**config.mk**
```make
export PLATFORM = sky130hd
export DESIGN_NAME = seven_segment_scan_shift_out_unit
export DESIGN_NICKNAME = d
export VERILOG_FILES = /design/src/sv/sseg_pkg.sv /design/src/sv/sseg_front.sv /design/src/sv/sseg_fifo.sv /design/src/sv/sseg_back.sv /design/src/sv/seven_segment_scan_shift_out_unit.sv
export SDC_FILE = /design/constraint.sdc
export NUM_CORES = 1
export LEC_CHECK = 0
export ABC_AREA = 1
export BUFFER_PORTS_ARGS = -buffer_cell sky130_fd_sc_hd__buf_4
export CORE_MARGIN = 3
export CORE_UTILIZATION = 60
export CTS_CLUSTER_DIAMETER = 60
export DETAILED_ROUTE_END_ITERATION = 10
export GPL_TIMING_DRIVEN = 1
export PLACE_DENSITY = 0.85
export SETUP_SLACK_MARGIN = 0.4
export SLEW_MARGIN = 30
export SYNTH_ARGS = -nofsm -noshare
export SYNTH_HDL_FRONTEND = slang
export SYNTH_SLANG_ARGS = --single-unit
```
**constraint.sdc**
```tcl
create_clock -name clk -period 10.4 [get_ports clk]
set_input_delay 2.08 -clock clk [delete_from_list [all_inputs] [get_ports clk]]
set_output_delay 2.08 -clock clk [all_outputs]
set_load 0.02 [all_outputs]
```
**src/sv/sseg_pkg.sv**
```systemverilog
// Shared types, constants and decode functions for the seven-segment scan shifter.
// Used by sseg_front, sseg_fifo, sseg_back and the top level; depends on nothing.
`default_nettype none

package sseg_pkg;

  localparam int VALUE_W = 14;
  localparam int POS_W   = 2;
  localparam int WORD_W  = 16;
  localparam int QDEPTH  = 2;
  localparam int QPTR_W  = $clog2(QDEPTH);
  localparam int QCNT_W  = $clog2(QDEPTH + 1);
  localparam int BCNT_W  = $clog2(WORD_W);
  localparam int PROD_W  = 2 * VALUE_W;
  localparam int SHIFT_W = 5;

  localparam logic [VALUE_W-1:0] VALUE_MAX = 14'd9999;
  localparam logic [7:0]         SEL_BASE  = 8'h10;

  // Reciprocal of ten, exact for every quotient up to 9999
  localparam logic [VALUE_W-1:0] RECIP_TEN  = 14'd6554;
  localparam int                 SHIFT_TEN  = 16;

  localparam logic [POS_W-1:0] POS_THOUSANDS = 2'd0;
  localparam logic [POS_W-1:0] POS_HUNDREDS  = 2'd1;
  localparam logic [POS_W-1:0] POS_TENS      = 2'd2;
  localparam logic [POS_W-1:0] POS_UNITS     = 2'd3;

  typedef struct packed {
    logic [7:0] seg;
    logic [7:0] sel;
  } word_t;

  typedef struct packed {
    logic              full;
    logic              empty;
    logic [QCNT_W-1:0] count;
  } fifo_stat_t;

  // Active-low segment pattern, dp in bit 7
  function automatic logic [7:0] seg_code(input logic [3:0] digit);
    logic [7:0] code;
    unique case (digit)
      4'd0:    code = 8'hC0;
      4'd1:    code = 8'hF9;
      4'd2:    code = 8'hA4;
      4'd3:    code = 8'hB0;
      4'd4:    code = 8'h99;
      4'd5:    code = 8'h92;
      4'd6:    code = 8'h82;
      4'd7:    code = 8'hF8;
      4'd8:    code = 8'h80;
      4'd9:    code = 8'h90;
      default: code = 8'hFF;
    endcase
    return code;
  endfunction

  // Multiplier and shift that divide a value below 10000 by the place weight
  function automatic logic [VALUE_W-1:0] place_mul(input logic [POS_W-1:0] pos);
    logic [VALUE_W-1:0] m;
    unique case (pos)
      POS_THOUSANDS: m = 14'd8389;
      POS_HUNDREDS:  m = 14'd5243;
      POS_TENS:      m = 14'd6554;
      POS_UNITS:     m = 14'd1;
      default:       m = 14'd1;
    endcase
    return m;
  endfunction

  function automatic logic [SHIFT_W-1:0] place_shift(input logic [POS_W-1:0] pos);
    logic [SHIFT_W-1:0] s;
    unique case (pos)
      POS_THOUSANDS: s = 5'd23;
      POS_HUNDREDS:  s = 5'd19;
      POS_TENS:      s = 5'd16;
      POS_UNITS:     s = 5'd0;
      default:       s = 5'd0;
    endcase
    return s;
  endfunction

endpackage

`default_nettype wire

```
**src/sv/sseg_front.sv**
```systemverilog
// Front end: accepts scan ticks, tracks the digit position, extracts the digit
// and builds the 16-bit segment/select word. Depends on sseg_pkg.
`default_nettype none

module sseg_front #(
  parameter int DIGIT_COUNT = 4
) (
  input  wire                           clk,
  input  wire                           rst,
  input  wire                           in_valid,
  output logic                          in_ready,
  input  wire  [sseg_pkg::VALUE_W-1:0]  in_value,
  output logic                          push_valid,
  input  wire                           push_ready,
  output sseg_pkg::word_t               push_word
);
  import sseg_pkg::*;

  localparam logic [POS_W:0] COUNT = (POS_W + 1)'(DIGIT_COUNT);

  logic [POS_W-1:0]   pos;
  logic [POS_W-1:0]   pos_next;
  logic [POS_W-1:0]   pos_use;
  logic [POS_W:0]     pos_inc;

  logic               s0_valid;
  logic [VALUE_W-1:0] s0_value;
  logic [POS_W-1:0]   s0_pos;
  logic               s1_valid;
  logic [VALUE_W-1:0] s1_q;
  logic [POS_W-1:0]   s1_pos;
  logic               s2_valid;
  logic [VALUE_W-1:0] s2_q;
  logic [9:0]         s2_q10;
  logic [POS_W-1:0]   s2_pos;

  logic               adv0;
  logic               adv1;
  logic               adv2;
  logic               accept;
  logic [VALUE_W-1:0] value_clamped;
  logic [PROD_W-1:0]  prod0;
  logic [PROD_W-1:0]  prod1;
  logic [VALUE_W-1:0] rem;
  logic [3:0]         digit;

  assign adv2     = !s2_valid || push_ready;
  assign adv1     = !s1_valid || adv2;
  assign adv0     = !s0_valid || adv1;
  assign in_ready = adv0;
  assign accept   = in_valid && adv0;

  assign value_clamped = (in_value > VALUE_MAX) ? VALUE_MAX : in_value;

  // Position outside the scan range shows the thousands digit
  assign pos_use  = ({1'b0, pos} >= COUNT) ? POS_THOUSANDS : pos;
  assign pos_inc  = {1'b0, pos_use} + (POS_W + 1)'(1);
  assign pos_next = (pos_inc >= COUNT) ? POS_THOUSANDS : pos_inc[POS_W-1:0];

  assign prod0 = (PROD_W)'(s0_value) * (PROD_W)'(place_mul(s0_pos));
  assign prod1 = (PROD_W)'(s1_q) * (PROD_W)'(RECIP_TEN);

  // q - 10 * (q / 10)
  assign rem   = s2_q - {1'b0, s2_q10, 3'b000} - {3'b000, s2_q10, 1'b0};
  assign digit = rem[3:0];

  assign push_valid    = s2_valid;
  assign push_word.seg = seg_code(digit);
  assign push_word.sel = SEL_BASE << s2_pos;

  always_ff @(posedge clk) begin
    if (rst) begin
      pos      <= POS_THOUSANDS;
      s0_valid <= 1'b0;
      s1_valid <= 1'b0;
      s2_valid <= 1'b0;
    end else begin
      if (accept) begin
        pos <= pos_next;
      end
      if (adv0) begin
        s0_valid <= in_valid;
      end
      if (adv1) begin
        s1_valid <= s0_valid;
      end
      if (adv2) begin
        s2_valid <= s1_valid;
      end
    end
  end

  always_ff @(posedge clk) begin
    if (accept) begin
      s0_value <= value_clamped;
      s0_pos   <= pos_use;
    end
    if (adv1) begin
      s1_q   <= VALUE_W'(prod0 >> place_shift(s0_pos));
      s1_pos <= s0_pos;
    end
    if (adv2) begin
      s2_q   <= s1_q;
      s2_q10 <= prod1[SHIFT_TEN +: 10];
      s2_pos <= s1_pos;
    end
  end

endmodule

`default_nettype wire

```
**src/sv/sseg_fifo.sv**
```systemverilog
// Two-entry word queue between the front end and the serializer.
// Depends on sseg_pkg.
`default_nettype none

module sseg_fifo (
  input  wire                   clk,
  input  wire                   rst,
  input  wire                   push,
  input  sseg_pkg::word_t       push_word,
  input  wire                   pop,
  output sseg_pkg::word_t       pop_word,
  output sseg_pkg::fifo_stat_t  stat
);
  import sseg_pkg::*;

  word_t              entry [QDEPTH];
  logic [QPTR_W-1:0]  wr_ptr;
  logic [QPTR_W-1:0]  rd_ptr;
  logic [QCNT_W-1:0]  count;
  logic               do_push;
  logic               do_pop;

  assign stat.count = count;
  assign stat.full  = (count == QCNT_W'(QDEPTH));
  assign stat.empty = (count == '0);
  assign do_push    = push && !stat.full;
  assign do_pop     = pop && !stat.empty;
  assign pop_word   = entry[rd_ptr];

  always_ff @(posedge clk) begin
    if (rst) begin
      wr_ptr <= '0;
      rd_ptr <= '0;
      count  <= '0;
    end else begin
      if (do_push) begin
        wr_ptr <= wr_ptr + QPTR_W'(1);
      end
      if (do_pop) begin
        rd_ptr <= rd_ptr + QPTR_W'(1);
      end
      if (do_push && !do_pop) begin
        count <= count + QCNT_W'(1);
      end else if (do_pop && !do_push) begin
        count <= count - QCNT_W'(1);
      end
    end
  end

  always_ff @(posedge clk) begin
    if (do_push) begin
      entry[wr_ptr] <= push_word;
    end
  end

endmodule

`default_nettype wire

```
**src/sv/sseg_back.sv**
```systemverilog
// Serializer: shifts each queued word out MSB first, one bit per request,
// flagging the sixteenth bit. Depends on sseg_pkg.
`default_nettype none

module sseg_back (
  input  wire                   clk,
  input  wire                   rst,
  input  sseg_pkg::fifo_stat_t  stat,
  input  sseg_pkg::word_t       pop_word,
  output logic                  pop,
  output logic                  out_valid,
  input  wire                   out_ready,
  output logic                  out_bit,
  output logic                  out_last
);
  import sseg_pkg::*;

  logic [WORD_W-1:0]  sreg;
  logic [BCNT_W-1:0]  left;
  logic               out_adv;

  assign out_adv = !out_valid || out_ready;
  assign pop     = out_adv && (left == '0) && !stat.empty;

  always_ff @(posedge clk) begin
    if (rst) begin
      out_valid <= 1'b0;
      left      <= '0;
    end else if (out_adv) begin
      if (left != '0) begin
        out_valid <= 1'b1;
        left      <= left - BCNT_W'(1);
      end else if (!stat.empty) begin
        out_valid <= 1'b1;
        left      <= BCNT_W'(WORD_W - 1);
      end else begin
        out_valid <= 1'b0;
      end
    end
  end

  always_ff @(posedge clk) begin
    if (out_adv) begin
      if (left != '0) begin
        out_bit  <= sreg[WORD_W-1];
        out_last <= (left == BCNT_W'(1));
        sreg     <= sreg << 1;
      end else if (!stat.empty) begin
        // load the next word and present its MSB at once
        out_bit  <= pop_word[WORD_W-1];
        out_last <= 1'b0;
        sreg     <= pop_word << 1;
      end
    end
  end

endmodule

`default_nettype wire

```
**src/sv/seven_segment_scan_shift_out_unit.sv**
```systemverilog
// Four-digit multiplexed seven-segment scan driver with serial shift-out.
// Ticks queue up behind the serializer, which sends one bit per cycle while the
// receiver accepts; bits stream without gaps as long as words are queued.
// Reset: clears the pipeline, the word queue and the serializer, and returns
// the digit position to the thousands digit.
`default_nettype none

module seven_segment_scan_shift_out_unit #(
  parameter int DIGIT_COUNT = 4
) (
  input  wire         clk,
  input  wire         rst,
  input  wire         s_axis_tvalid,
  output logic        s_axis_tready,
  input  wire  [15:0] s_axis_tdata,   // [13:0] display_value
  output logic        m_axis_tvalid,
  input  wire         m_axis_tready,
  output logic [7:0]  m_axis_tdata,   // [0] shift_bit
  output logic        m_axis_tlast    // latch_pulse
);
  import sseg_pkg::*;

  logic        push_valid;
  logic        push_ready;
  word_t       push_word;
  word_t       pop_word;
  logic        pop;
  fifo_stat_t  fifo_st;
  logic        out_bit;

  assign push_ready = !fifo_st.full;

  sseg_front #(
    .DIGIT_COUNT (DIGIT_COUNT)
  ) u_front (
    .clk        (clk),
    .rst        (rst),
    .in_valid   (s_axis_tvalid),
    .in_ready   (s_axis_tready),
    .in_value   (s_axis_tdata[VALUE_W-1:0]),
    .push_valid (push_valid),
    .push_ready (push_ready),
    .push_word  (push_word)
  );

  sseg_fifo u_fifo (
    .clk       (clk),
    .rst       (rst),
    .push      (push_valid),
    .push_word (push_word),
    .pop       (pop),
    .pop_word  (pop_word),
    .stat      (fifo_st)
  );

  sseg_back u_back (
    .clk       (clk),
    .rst       (rst),
    .stat      (fifo_st),
    .pop_word  (pop_word),
    .pop       (pop),
    .out_valid (m_axis_tvalid),
    .out_ready (m_axis_tready),
    .out_bit   (out_bit),
    .out_last  (m_axis_tlast)
  );

  assign m_axis_tdata = {7'b0, out_bit};

  a_count_bound: assert property (@(posedge clk) disable iff (rst)
    fifo_st.count <= QCNT_W'(QDEPTH))
    else $error("word queue count above depth");

  a_pop_nonempty: assert property (@(posedge clk) disable iff (rst)
    pop |-> !fifo_st.empty)
    else $error("serializer popped an empty queue");

  a_stall_full: assert property (@(posedge clk) disable iff (rst)
    !s_axis_tready |-> fifo_st.full)
    else $error("input stalled while the word queue had room");

  a_pop_idle: assert property (@(posedge clk) disable iff (rst)
    pop |=> (m_axis_tvalid && !m_axis_tlast))
    else $error("loaded word did not present its first bit");

endmodule

`default_nettype wire

```
==> impl_table.tex, run 1 <==
\begin{tabular}{lr}
\hline
Metric & Value \\
\hline
\multicolumn{2}{l}{\textbf{Finish}} \\
Diodes inserted & 0 \\
Most frequent standard cell in the layout excluding fill and tap cells & inv\_1 \\
Count of nets after finishing & 1922 \\
Area growth from synthesis to layout & 5.42\% \\
Layout cells sized above 1 & 4.04\% \\
Most used cells in the layout excluding fill and tap cells & inv\_1, nand2\_1, ha\_1 \\
\multicolumn{2}{l}{\textbf{Timing}} \\
Part of the cycle the worst path needs & 76.9\% \\
Relative slew slack & 37.2\% \\
Worst-case clock skew & 0.00925 ns \\
Min Hold Slack & 0.433 ns \\
Number of pins exceeding their max-slew limit in the final report & 0 \\
Setup repair after global routing missed its margin & no \\
Top achievable clock speed & 125 MHz \\
Final Setup Violations & 0 \\
Sum Neg Setup Slack & 0 ns \\
Final hold vios & 0 \\
Shortest clock period the worst path allows after layout & 8.00 ns \\
Worst Tran Pin Value & 0.938 ns \\
\multicolumn{2}{l}{\textbf{Global route}} \\
Number of antenna violations at the first check in global routing & 0 \\
Pin count of the biggest net entering global routing & 32 \\
Overall overflow remaining after global route & 0 \\
Combined global-route utilization of all metal layers & 26.1\% \\
Number of global-route vias before repair & 10200 \\
Wire length of the first global-routing pass & 49500 µm \\
\multicolumn{2}{l}{\textbf{Floorplanning}} \\
Cell Rows & 52 \\
Core footprint & 20700 µm² \\
Chip Height & 153 µm \\
Die area & 23300 µm² \\
Boundary pin count & 31 \\
Starting density of the core & 62.3\% \\
Die width & 153 µm \\
\multicolumn{2}{l}{\textbf{Clocking}} \\
CTS tree & done \\
Max Root-Sink Buffers & 2 \\
Root Buffer Master & clkbuf\_16 \\
Setup bufs post-CTS & 0 \\
CTS-repair resized insts & 0 \\
Depth of the CTS H-tree & 3 \\
Quantity of hold-fixing buffers added after cts & 0 \\
Worst-Skew Late Latency & 0.35 ns \\
Total number of clock tree sinks & 91 \\
Number of clock buffers inserted by TritonCTS & 9 \\
Clock-pin transition on the worst setup and hold timing paths & 0.07 ns \\
\multicolumn{2}{l}{\textbf{Worst setup path}} \\
Cell type of the slowest stage on the worst timing path & inv\_1 \\
Crit end category & register \\
Crit path largest cell delay & 0.65 ns \\
Cell type group with the largest total delay on the critical path & adder cells \\
Startpoint class of the critical path & register \\
Worst Path Class, Setup & register to register \\
Buffers plus inverters on the worst setup path & 8 \\
Critical-path maximum fanout & 31 \\
Critical path's most frequent cell & nand2\_1 \\
Worst path arrival time & 8.10 ns \\
Data required time at the worst endpoint & 10.50 ns \\
\multicolumn{2}{l}{\textbf{Detailed routing}} \\
Detail-routed via count per cell & 5.45 \\
Wire length per cell after detailed routing & 16.2 µm \\
Count of nets left with antenna violations after detail routing & 0 \\
Post-detailed-route DRC marker count & 0 \\
Detailed-route via count & 9965 \\
Drt total wl & 29700 µm \\
Detailed-router iteration count before antenna repair & 6 \\
Initial detailed-routing violation count & 961 \\
\multicolumn{2}{l}{\textbf{Min path}} \\
Kind of path behind the tightest hold check & register to register \\
\multicolumn{2}{l}{\textbf{Placed design}} \\
Dpl hpwl & 24700 µm \\
Number of buffer cells added on primary ports & 21 \\
Weighted congestion at the end of routability-driven global placement & 1.01 \\
\multicolumn{2}{l}{\textbf{Run}} \\
Max-cap check violation count & 0 \\
\multicolumn{2}{l}{\textbf{Yosys}} \\
Gate count of the mapped netlist & 1547 \\
Average cell area after synthesis & 8.33 µm² \\
Mapped cell area & 12900 µm² \\
Unique masters post-synth & 42 \\
YS warnings & 0 \\
Seq/Total Area, Yosys & 20.0\% \\
\#FFs+latches synth & 91 \\
\multicolumn{2}{l}{\textbf{Run status}} \\
Run status & completed \\
\hline
\end{tabular}
[cells by family after synthesis]
kind of cell	Yosys count	synth area share [%]
fa+ha+maj	347	42.5
simple gates	547	17.3
flops	91	20.0
xor+xnor	42	2.86
compound gates	109	4.95
other cells	1	0.0291
buf+inv	410	12.3
[layer usage]
layer	up-vias	global-route usage (%)	share of wire (%)
met5	-	0	0
met1	4719	35.0	40
met2	401	44.7	49
met4	0	8.02	3.2
met3	86	3.38	7.6
li1	4759	-	-
[worst paths after layout]
| check | startpoint | endpoint | slack [ns] | cells after the start |
|---|---|---|---|---|
| worst max-delay path | u_front.s0_pos[0]$_DFFE_PP_ | u_front.s1_q[4]$_DFFE_PP_ | 2.40 | 29 |
| worst min-delay path | u_front.s1_pos[1]$_DFFE_PP_ | u_front.s2_pos[1]$_DFFE_PP_ | 0.43 | 0 |
| worst max register to register | u_front.s0_pos[0]$_DFFE_PP_ | u_front.s1_q[4]$_DFFE_PP_ | 2.40 | 29 |
| worst min register to register | u_front.s1_pos[1]$_DFFE_PP_ | u_front.s2_pos[1]$_DFFE_PP_ | 0.43 | 0 |
[worst register-to-register path, delay by kind of cell, from the launching register on]
family / cells / cell delay (ns)
AO/OA/AOI/OAI: 1 / 0.18
AND/OR/NAND/NOR: 12 / 1.38
adder cells (fa/ha/maj): 8 / 3.68
buffers and inverters: 8 / 1.92
flip-flops: 1 / 0.58
[cell type report]
class	instances	area, µm²
tap	270	338
clock buffer	9	225
timing repair buffer	25	188
multi-input combinational	1052	8740
clock inverter	7	93.8
fill	1562	7110
sequential	91	2580
inverter	376	1410
[synth_stat cells]
master	number	share of area, %
a211oi_1	2	0.12
a21o_1	1	0.058
a21o_2	1	0.068
a21oi_1	42	1.6
a31oi_1	14	0.68
and3_1	1	0.049
buf_1	3	0.087
buf_2	5	0.19
buf_4	8	0.47
buf_6	1	0.087
clkbuf_1	17	0.50
clkinv_1	1	0.029
conb_1	1	0.029
dfxtp_1	15	2.3
edfxtp_1	76	18
fa_1	151	23
ha_1	196	19
inv_1	375	11
nand2_1	355	10
nand2_2	3	0.15
nand3_1	55	2.1
nand3_2	1	0.078
nand3b_1	3	0.17
nand4_1	11	0.53
nor2_1	94	2.7
nor2_2	3	0.15
nor3_1	6	0.23
nor3_2	1	0.078
nor4_1	2	0.097
o2111ai_1	1	0.068
o211a_1	1	0.078
o211ai_1	2	0.12
o21a_1	1	0.058
o21ai_0	23	0.89
o21ai_1	2	0.078
o21ai_2	1	0.068
o21bai_1	17	0.99
o22ai_1	1	0.049
or2_1	1	0.049
or2_2	11	0.53
xnor2_1	17	1.2
xor2_1	25	1.7
[flip-flops by register name, summed over array words and instances, names as in the netlist, 2 cells and up, named ones only]
name / cells
u_back.sreg: 11
u_front.s0_value: 14
u_fifo.count: 2
u_front.s0_pos: 2
u_fifo.entry: 22
u_front.s2_q10: 3
u_front.s2_q: 4
u_back.left: 4
u_front.s1_q: 14
u_front.s1_pos: 2
u_front.s2_pos: 2
u_front.pos: 2
[metrics by stage]
| stage | instance area (µm²) | setup WS [ns] | utilization [%] | instances |
|---|---|---|---|---|
| after global placement | 13300 | 2.79 | 64.1 | 1814 |
| final | 13600 | 2.40 | 65.6 | 1830 |
| after detailed placement | 13300 | 2.68 | 64.1 | 1814 |
| after floorplan | 12900 | 3.93 | - | 1553 |
| after global routing | 13600 | 2.15 | 65.6 | 1830 |
| after CTS | 13600 | 2.63 | 65.6 | 1830 |
Power of run 1 is left out: the tool's default activity adds up to more than one toggle a clock period on the data nets, which glitch-free logic cannot reach.
==> run 2: changes to the inputs <==
CORE_UTILIZATION = 59   (was 60)
PLACE_DENSITY = 0.87   (was 0.85)
clock period = 6.9 ns   (was 10.4 ns; I/O delays follow)
==> run 2 against run 1 <==
Against the previous run: sequential cell count is the same; utilization shrank 0.66 points; setup slack lost 1.8 ns.
==> impl_table.tex, run 2 (synthesis results as in run 1) <==
\begin{tabular}{lr}
\hline
Metric & Value \\
\hline
\multicolumn{2}{l}{\textbf{Detailed routing}} \\
Detail-routed via count per cell & 5.49 (was 5.45) \\
Initial detailed-routing violation count & 907 (was 961) \\
Wire length per cell after detailed routing & 16.2 µm (about the same) \\
Post-detailed-route DRC marker count & 0 (unchanged) \\
Count of nets left with antenna violations after detail routing & 0 (unchanged) \\
Detailed-router iteration count before antenna repair & 6 (unchanged) \\
Drt total wl & 30000 µm (was 29700 µm) \\
Detailed-route via count & 10100 (was 9965) \\
\multicolumn{2}{l}{\textbf{Timing}} \\
Number of pins exceeding their max-slew limit in the final report & 0 (unchanged) \\
Relative slew slack & 50.4\% (was 37.2\%) \\
Min Hold Slack & 0.428 ns (was 0.433 ns) \\
Sum Neg Setup Slack & 0 ns (unchanged) \\
Worst Tran Pin Value & 0.743 ns (was 0.938 ns) \\
Setup repair after global routing missed its margin & no (unchanged) \\
Part of the cycle the worst path needs & 91.6\% (was 76.9\%) \\
Shortest clock period the worst path allows after layout & 6.32 ns (was 8.00 ns) \\
Final worst slack & 0.579 ns (was 2.40 ns) \\
Final Setup Violations & 0 (unchanged) \\
Worst-case clock skew & 0.0121 ns (was 0.00925 ns) \\
Top achievable clock speed & 158 MHz (was 125 MHz) \\
Final hold vios & 0 (unchanged) \\
\multicolumn{2}{l}{\textbf{Floorplanning}} \\
Cell Rows & 53 (was 52) \\
Starting density of the core & 60.7\% (was 62.3\%) \\
Chip Height & 154 µm (was 153 µm) \\
Die area & 23600 µm² (was 23300 µm²) \\
Boundary pin count & 31 (unchanged) \\
Die width & 154 µm (was 153 µm) \\
Core footprint & 21200 µm² (was 20700 µm²) \\
\multicolumn{2}{l}{\textbf{Finish}} \\
Top flop regs & u\_fifo.entry (22), u\_front.s0\_value (14), u\_front.s1\_q (14) (unchanged) \\
Fill cells & 1617 (was 1562) \\
Diodes inserted & 0 (unchanged) \\
Register ranked first by flip-flop count & u\_fifo.entry (unchanged) \\
Most frequent standard cell in the layout excluding fill and tap cells & inv\_1 (unchanged) \\
Layout cells sized above 1 & 6.23\% (was 4.04\%) \\
Most used cells in the layout excluding fill and tap cells & inv\_1, nand2\_1, ha\_1 (unchanged) \\
Area growth from synthesis to layout & 7.04\% (was 5.42\%) \\
Flip-flop count of the largest register after layout & 22 (unchanged) \\
Count of nets after finishing & 1934 (was 1922) \\
\multicolumn{2}{l}{\textbf{Clocking}} \\
Number of clock buffers inserted by TritonCTS & 9 (unchanged) \\
Max Root-Sink Buffers & 2 (unchanged) \\
CTS tree & done (unchanged) \\
Depth of the CTS H-tree & 3 (unchanged) \\
Root Buffer Master & clkbuf\_16 (unchanged) \\
Total number of clock tree sinks & 91 (unchanged) \\
Clock-pin transition on the worst setup and hold timing paths & 0.07 ns (about the same) \\
Worst-Skew Late Latency & 0.35 ns (about the same) \\
\multicolumn{2}{l}{\textbf{Worst setup path}} \\
Flop-to-flop setup slack & 0.58 ns (was 2.40 ns) \\
R2R cell count & 26 (was 29) \\
Data required time at the worst endpoint & 6.99 ns (was 10.50 ns) \\
Crit end category & register (unchanged) \\
Cell type of the slowest stage on the worst timing path & fa\_1 (was inv\_1) \\
Origin of the critical flop-to-flop path & u\_front.s0\_pos[1]\$\_DFFE\_PP\_ (was u\_front.s0\_pos[0]\$\_DFFE\_PP\_) \\
Startpoint class of the critical path & register (unchanged) \\
Worst path arrival time & 6.42 ns (was 8.10 ns) \\
Crit path largest cell delay & 0.50 ns (was 0.65 ns) \\
Critical-path maximum fanout & 8 (was 31) \\
Worst Path Class, Setup & register to register (unchanged) \\
Worst reg2reg path endpoint & u\_front.s1\_q[7]\$\_DFFE\_PP\_ (was u\_front.s1\_q[4]\$\_DFFE\_PP\_) \\
\multicolumn{2}{l}{\textbf{Min path}} \\
Kind of path behind the tightest hold check & register to register (unchanged) \\
Min-Delay Endpoint & u\_front.s2\_pos[0]\$\_DFFE\_PP\_ (was u\_front.s2\_pos[1]\$\_DFFE\_PP\_) \\
Worst hold stages & 0 (unchanged) \\
Critical hold path startpoint & u\_front.s1\_pos[0]\$\_DFFE\_PP\_ (was u\_front.s1\_pos[1]\$\_DFFE\_PP\_) \\
\multicolumn{2}{l}{\textbf{Run}} \\
Max-cap check violation count & 0 (unchanged) \\
\multicolumn{2}{l}{\textbf{Placed design}} \\
Dpl hpwl & 25000 µm (was 24700 µm) \\
Pre-CTS setup slack & 0.241 ns (was 2.68 ns) \\
Weighted congestion at the end of routability-driven global placement & 0.948 (was 1.01) \\
Number of buffer cells added on primary ports & 21 (unchanged) \\
\multicolumn{2}{l}{\textbf{Global route}} \\
Number of antenna violations at the first check in global routing & 0 (unchanged) \\
Wire length of the first global-routing pass & 48800 µm (was 49500 µm) \\
Overall overflow remaining after global route & 0 (unchanged) \\
Pin count of the biggest net entering global routing & 22 (was 32) \\
Number of global-route vias before repair & 10500 (was 10200) \\
Combined global-route utilization of all metal layers & 25.5\% (was 26.1\%) \\
\multicolumn{2}{l}{\textbf{Run status}} \\
Run status & completed (unchanged) \\
\hline
\end{tabular}
run 2: cell types whose count changed in the layout (fill, tap and decap cells not counted), sizes merged:
cell      before  now
buf           25   37
clkbuf         9   10
bufinv         1    0
clkinvlp       1    0
clkinv         3    2
inv          378  380
run 2: worst max-delay path: cells and delay by family (launching register included):
family	cells	cell delay [ns]
buf+inv	6	0.36
simple gates	9	1.08
compound gates	2	0.43
xor+xnor	1	0.21
flops	1	0.48
fa+ha+maj	8	3.49
run 2: repair_timing:
action / 4_1_cts / 5_1_grt
setup endpoints to repair: 13 / 14
gates resized for setup: 2 / 30
pin swaps: 0 / 3
hold buffers: 0 / 0
cloned: 0 / 0
buffers inserted: 0 / 5
run 2: area by class of cell:
class / count / area (µm²) / share of cell area, %
clock buffer: 10 / 250 / 1.81
sequential: 91 / 2580 / 18.7
clock inverter: 6 / 62.6 / 0.454
inverter: 376 / 1410 / 10.2
timing repair buffer: 37 / 293 / 2.12
tap: 275 / 344 / 2.50
multi-input combinational: 1052 / 8850 / 64.2
run 2: worst max path at each step:
stage                                      startpoint                   endpoint  slack, ns  cells after the start
after global placement    u_front.s0_pos[1]$_DFFE_PP_  u_front.s1_q[4]$_DFFE_PP_       0.33                     27
after detailed placement  u_front.s0_pos[1]$_DFFE_PP_  u_front.s1_q[4]$_DFFE_PP_       0.24                     27
after global routing      u_front.s0_pos[1]$_DFFE_PP_  u_front.s1_q[2]$_DFFE_PP_       0.36                     30
after floorplan           u_front.s0_pos[0]$_DFFE_PP_  u_front.s1_q[4]$_DFFE_PP_       0.43                     30
after CTS                 u_front.s0_pos[1]$_DFFE_PP_  u_front.s1_q[4]$_DFFE_PP_       0.50                     28
final                     u_front.s0_pos[1]$_DFFE_PP_  u_front.s1_q[7]$_DFFE_PP_       0.58                     26
run 2: routing by layer:
metal / wire length [µm] / track usage [%]
met5: 0 / 0
met4: 1110 / 10.8
met2: 14700 / 42.6
met3: 2340 / 5.15
met1: 11800 / 32.4
run 2: through the flow:
stage / util [%] / instances / cell area [µm²]
floorplan: - / 1553 / 12900
detailed placement: 62.8 / 1826 / 13300
global route: 65.0 / 1847 / 13800
global placement: 62.8 / 1826 / 13300
CTS: 64.3 / 1842 / 13600
finish: 65.0 / 1847 / 13800
Power of run 2 is left out for the same reason.
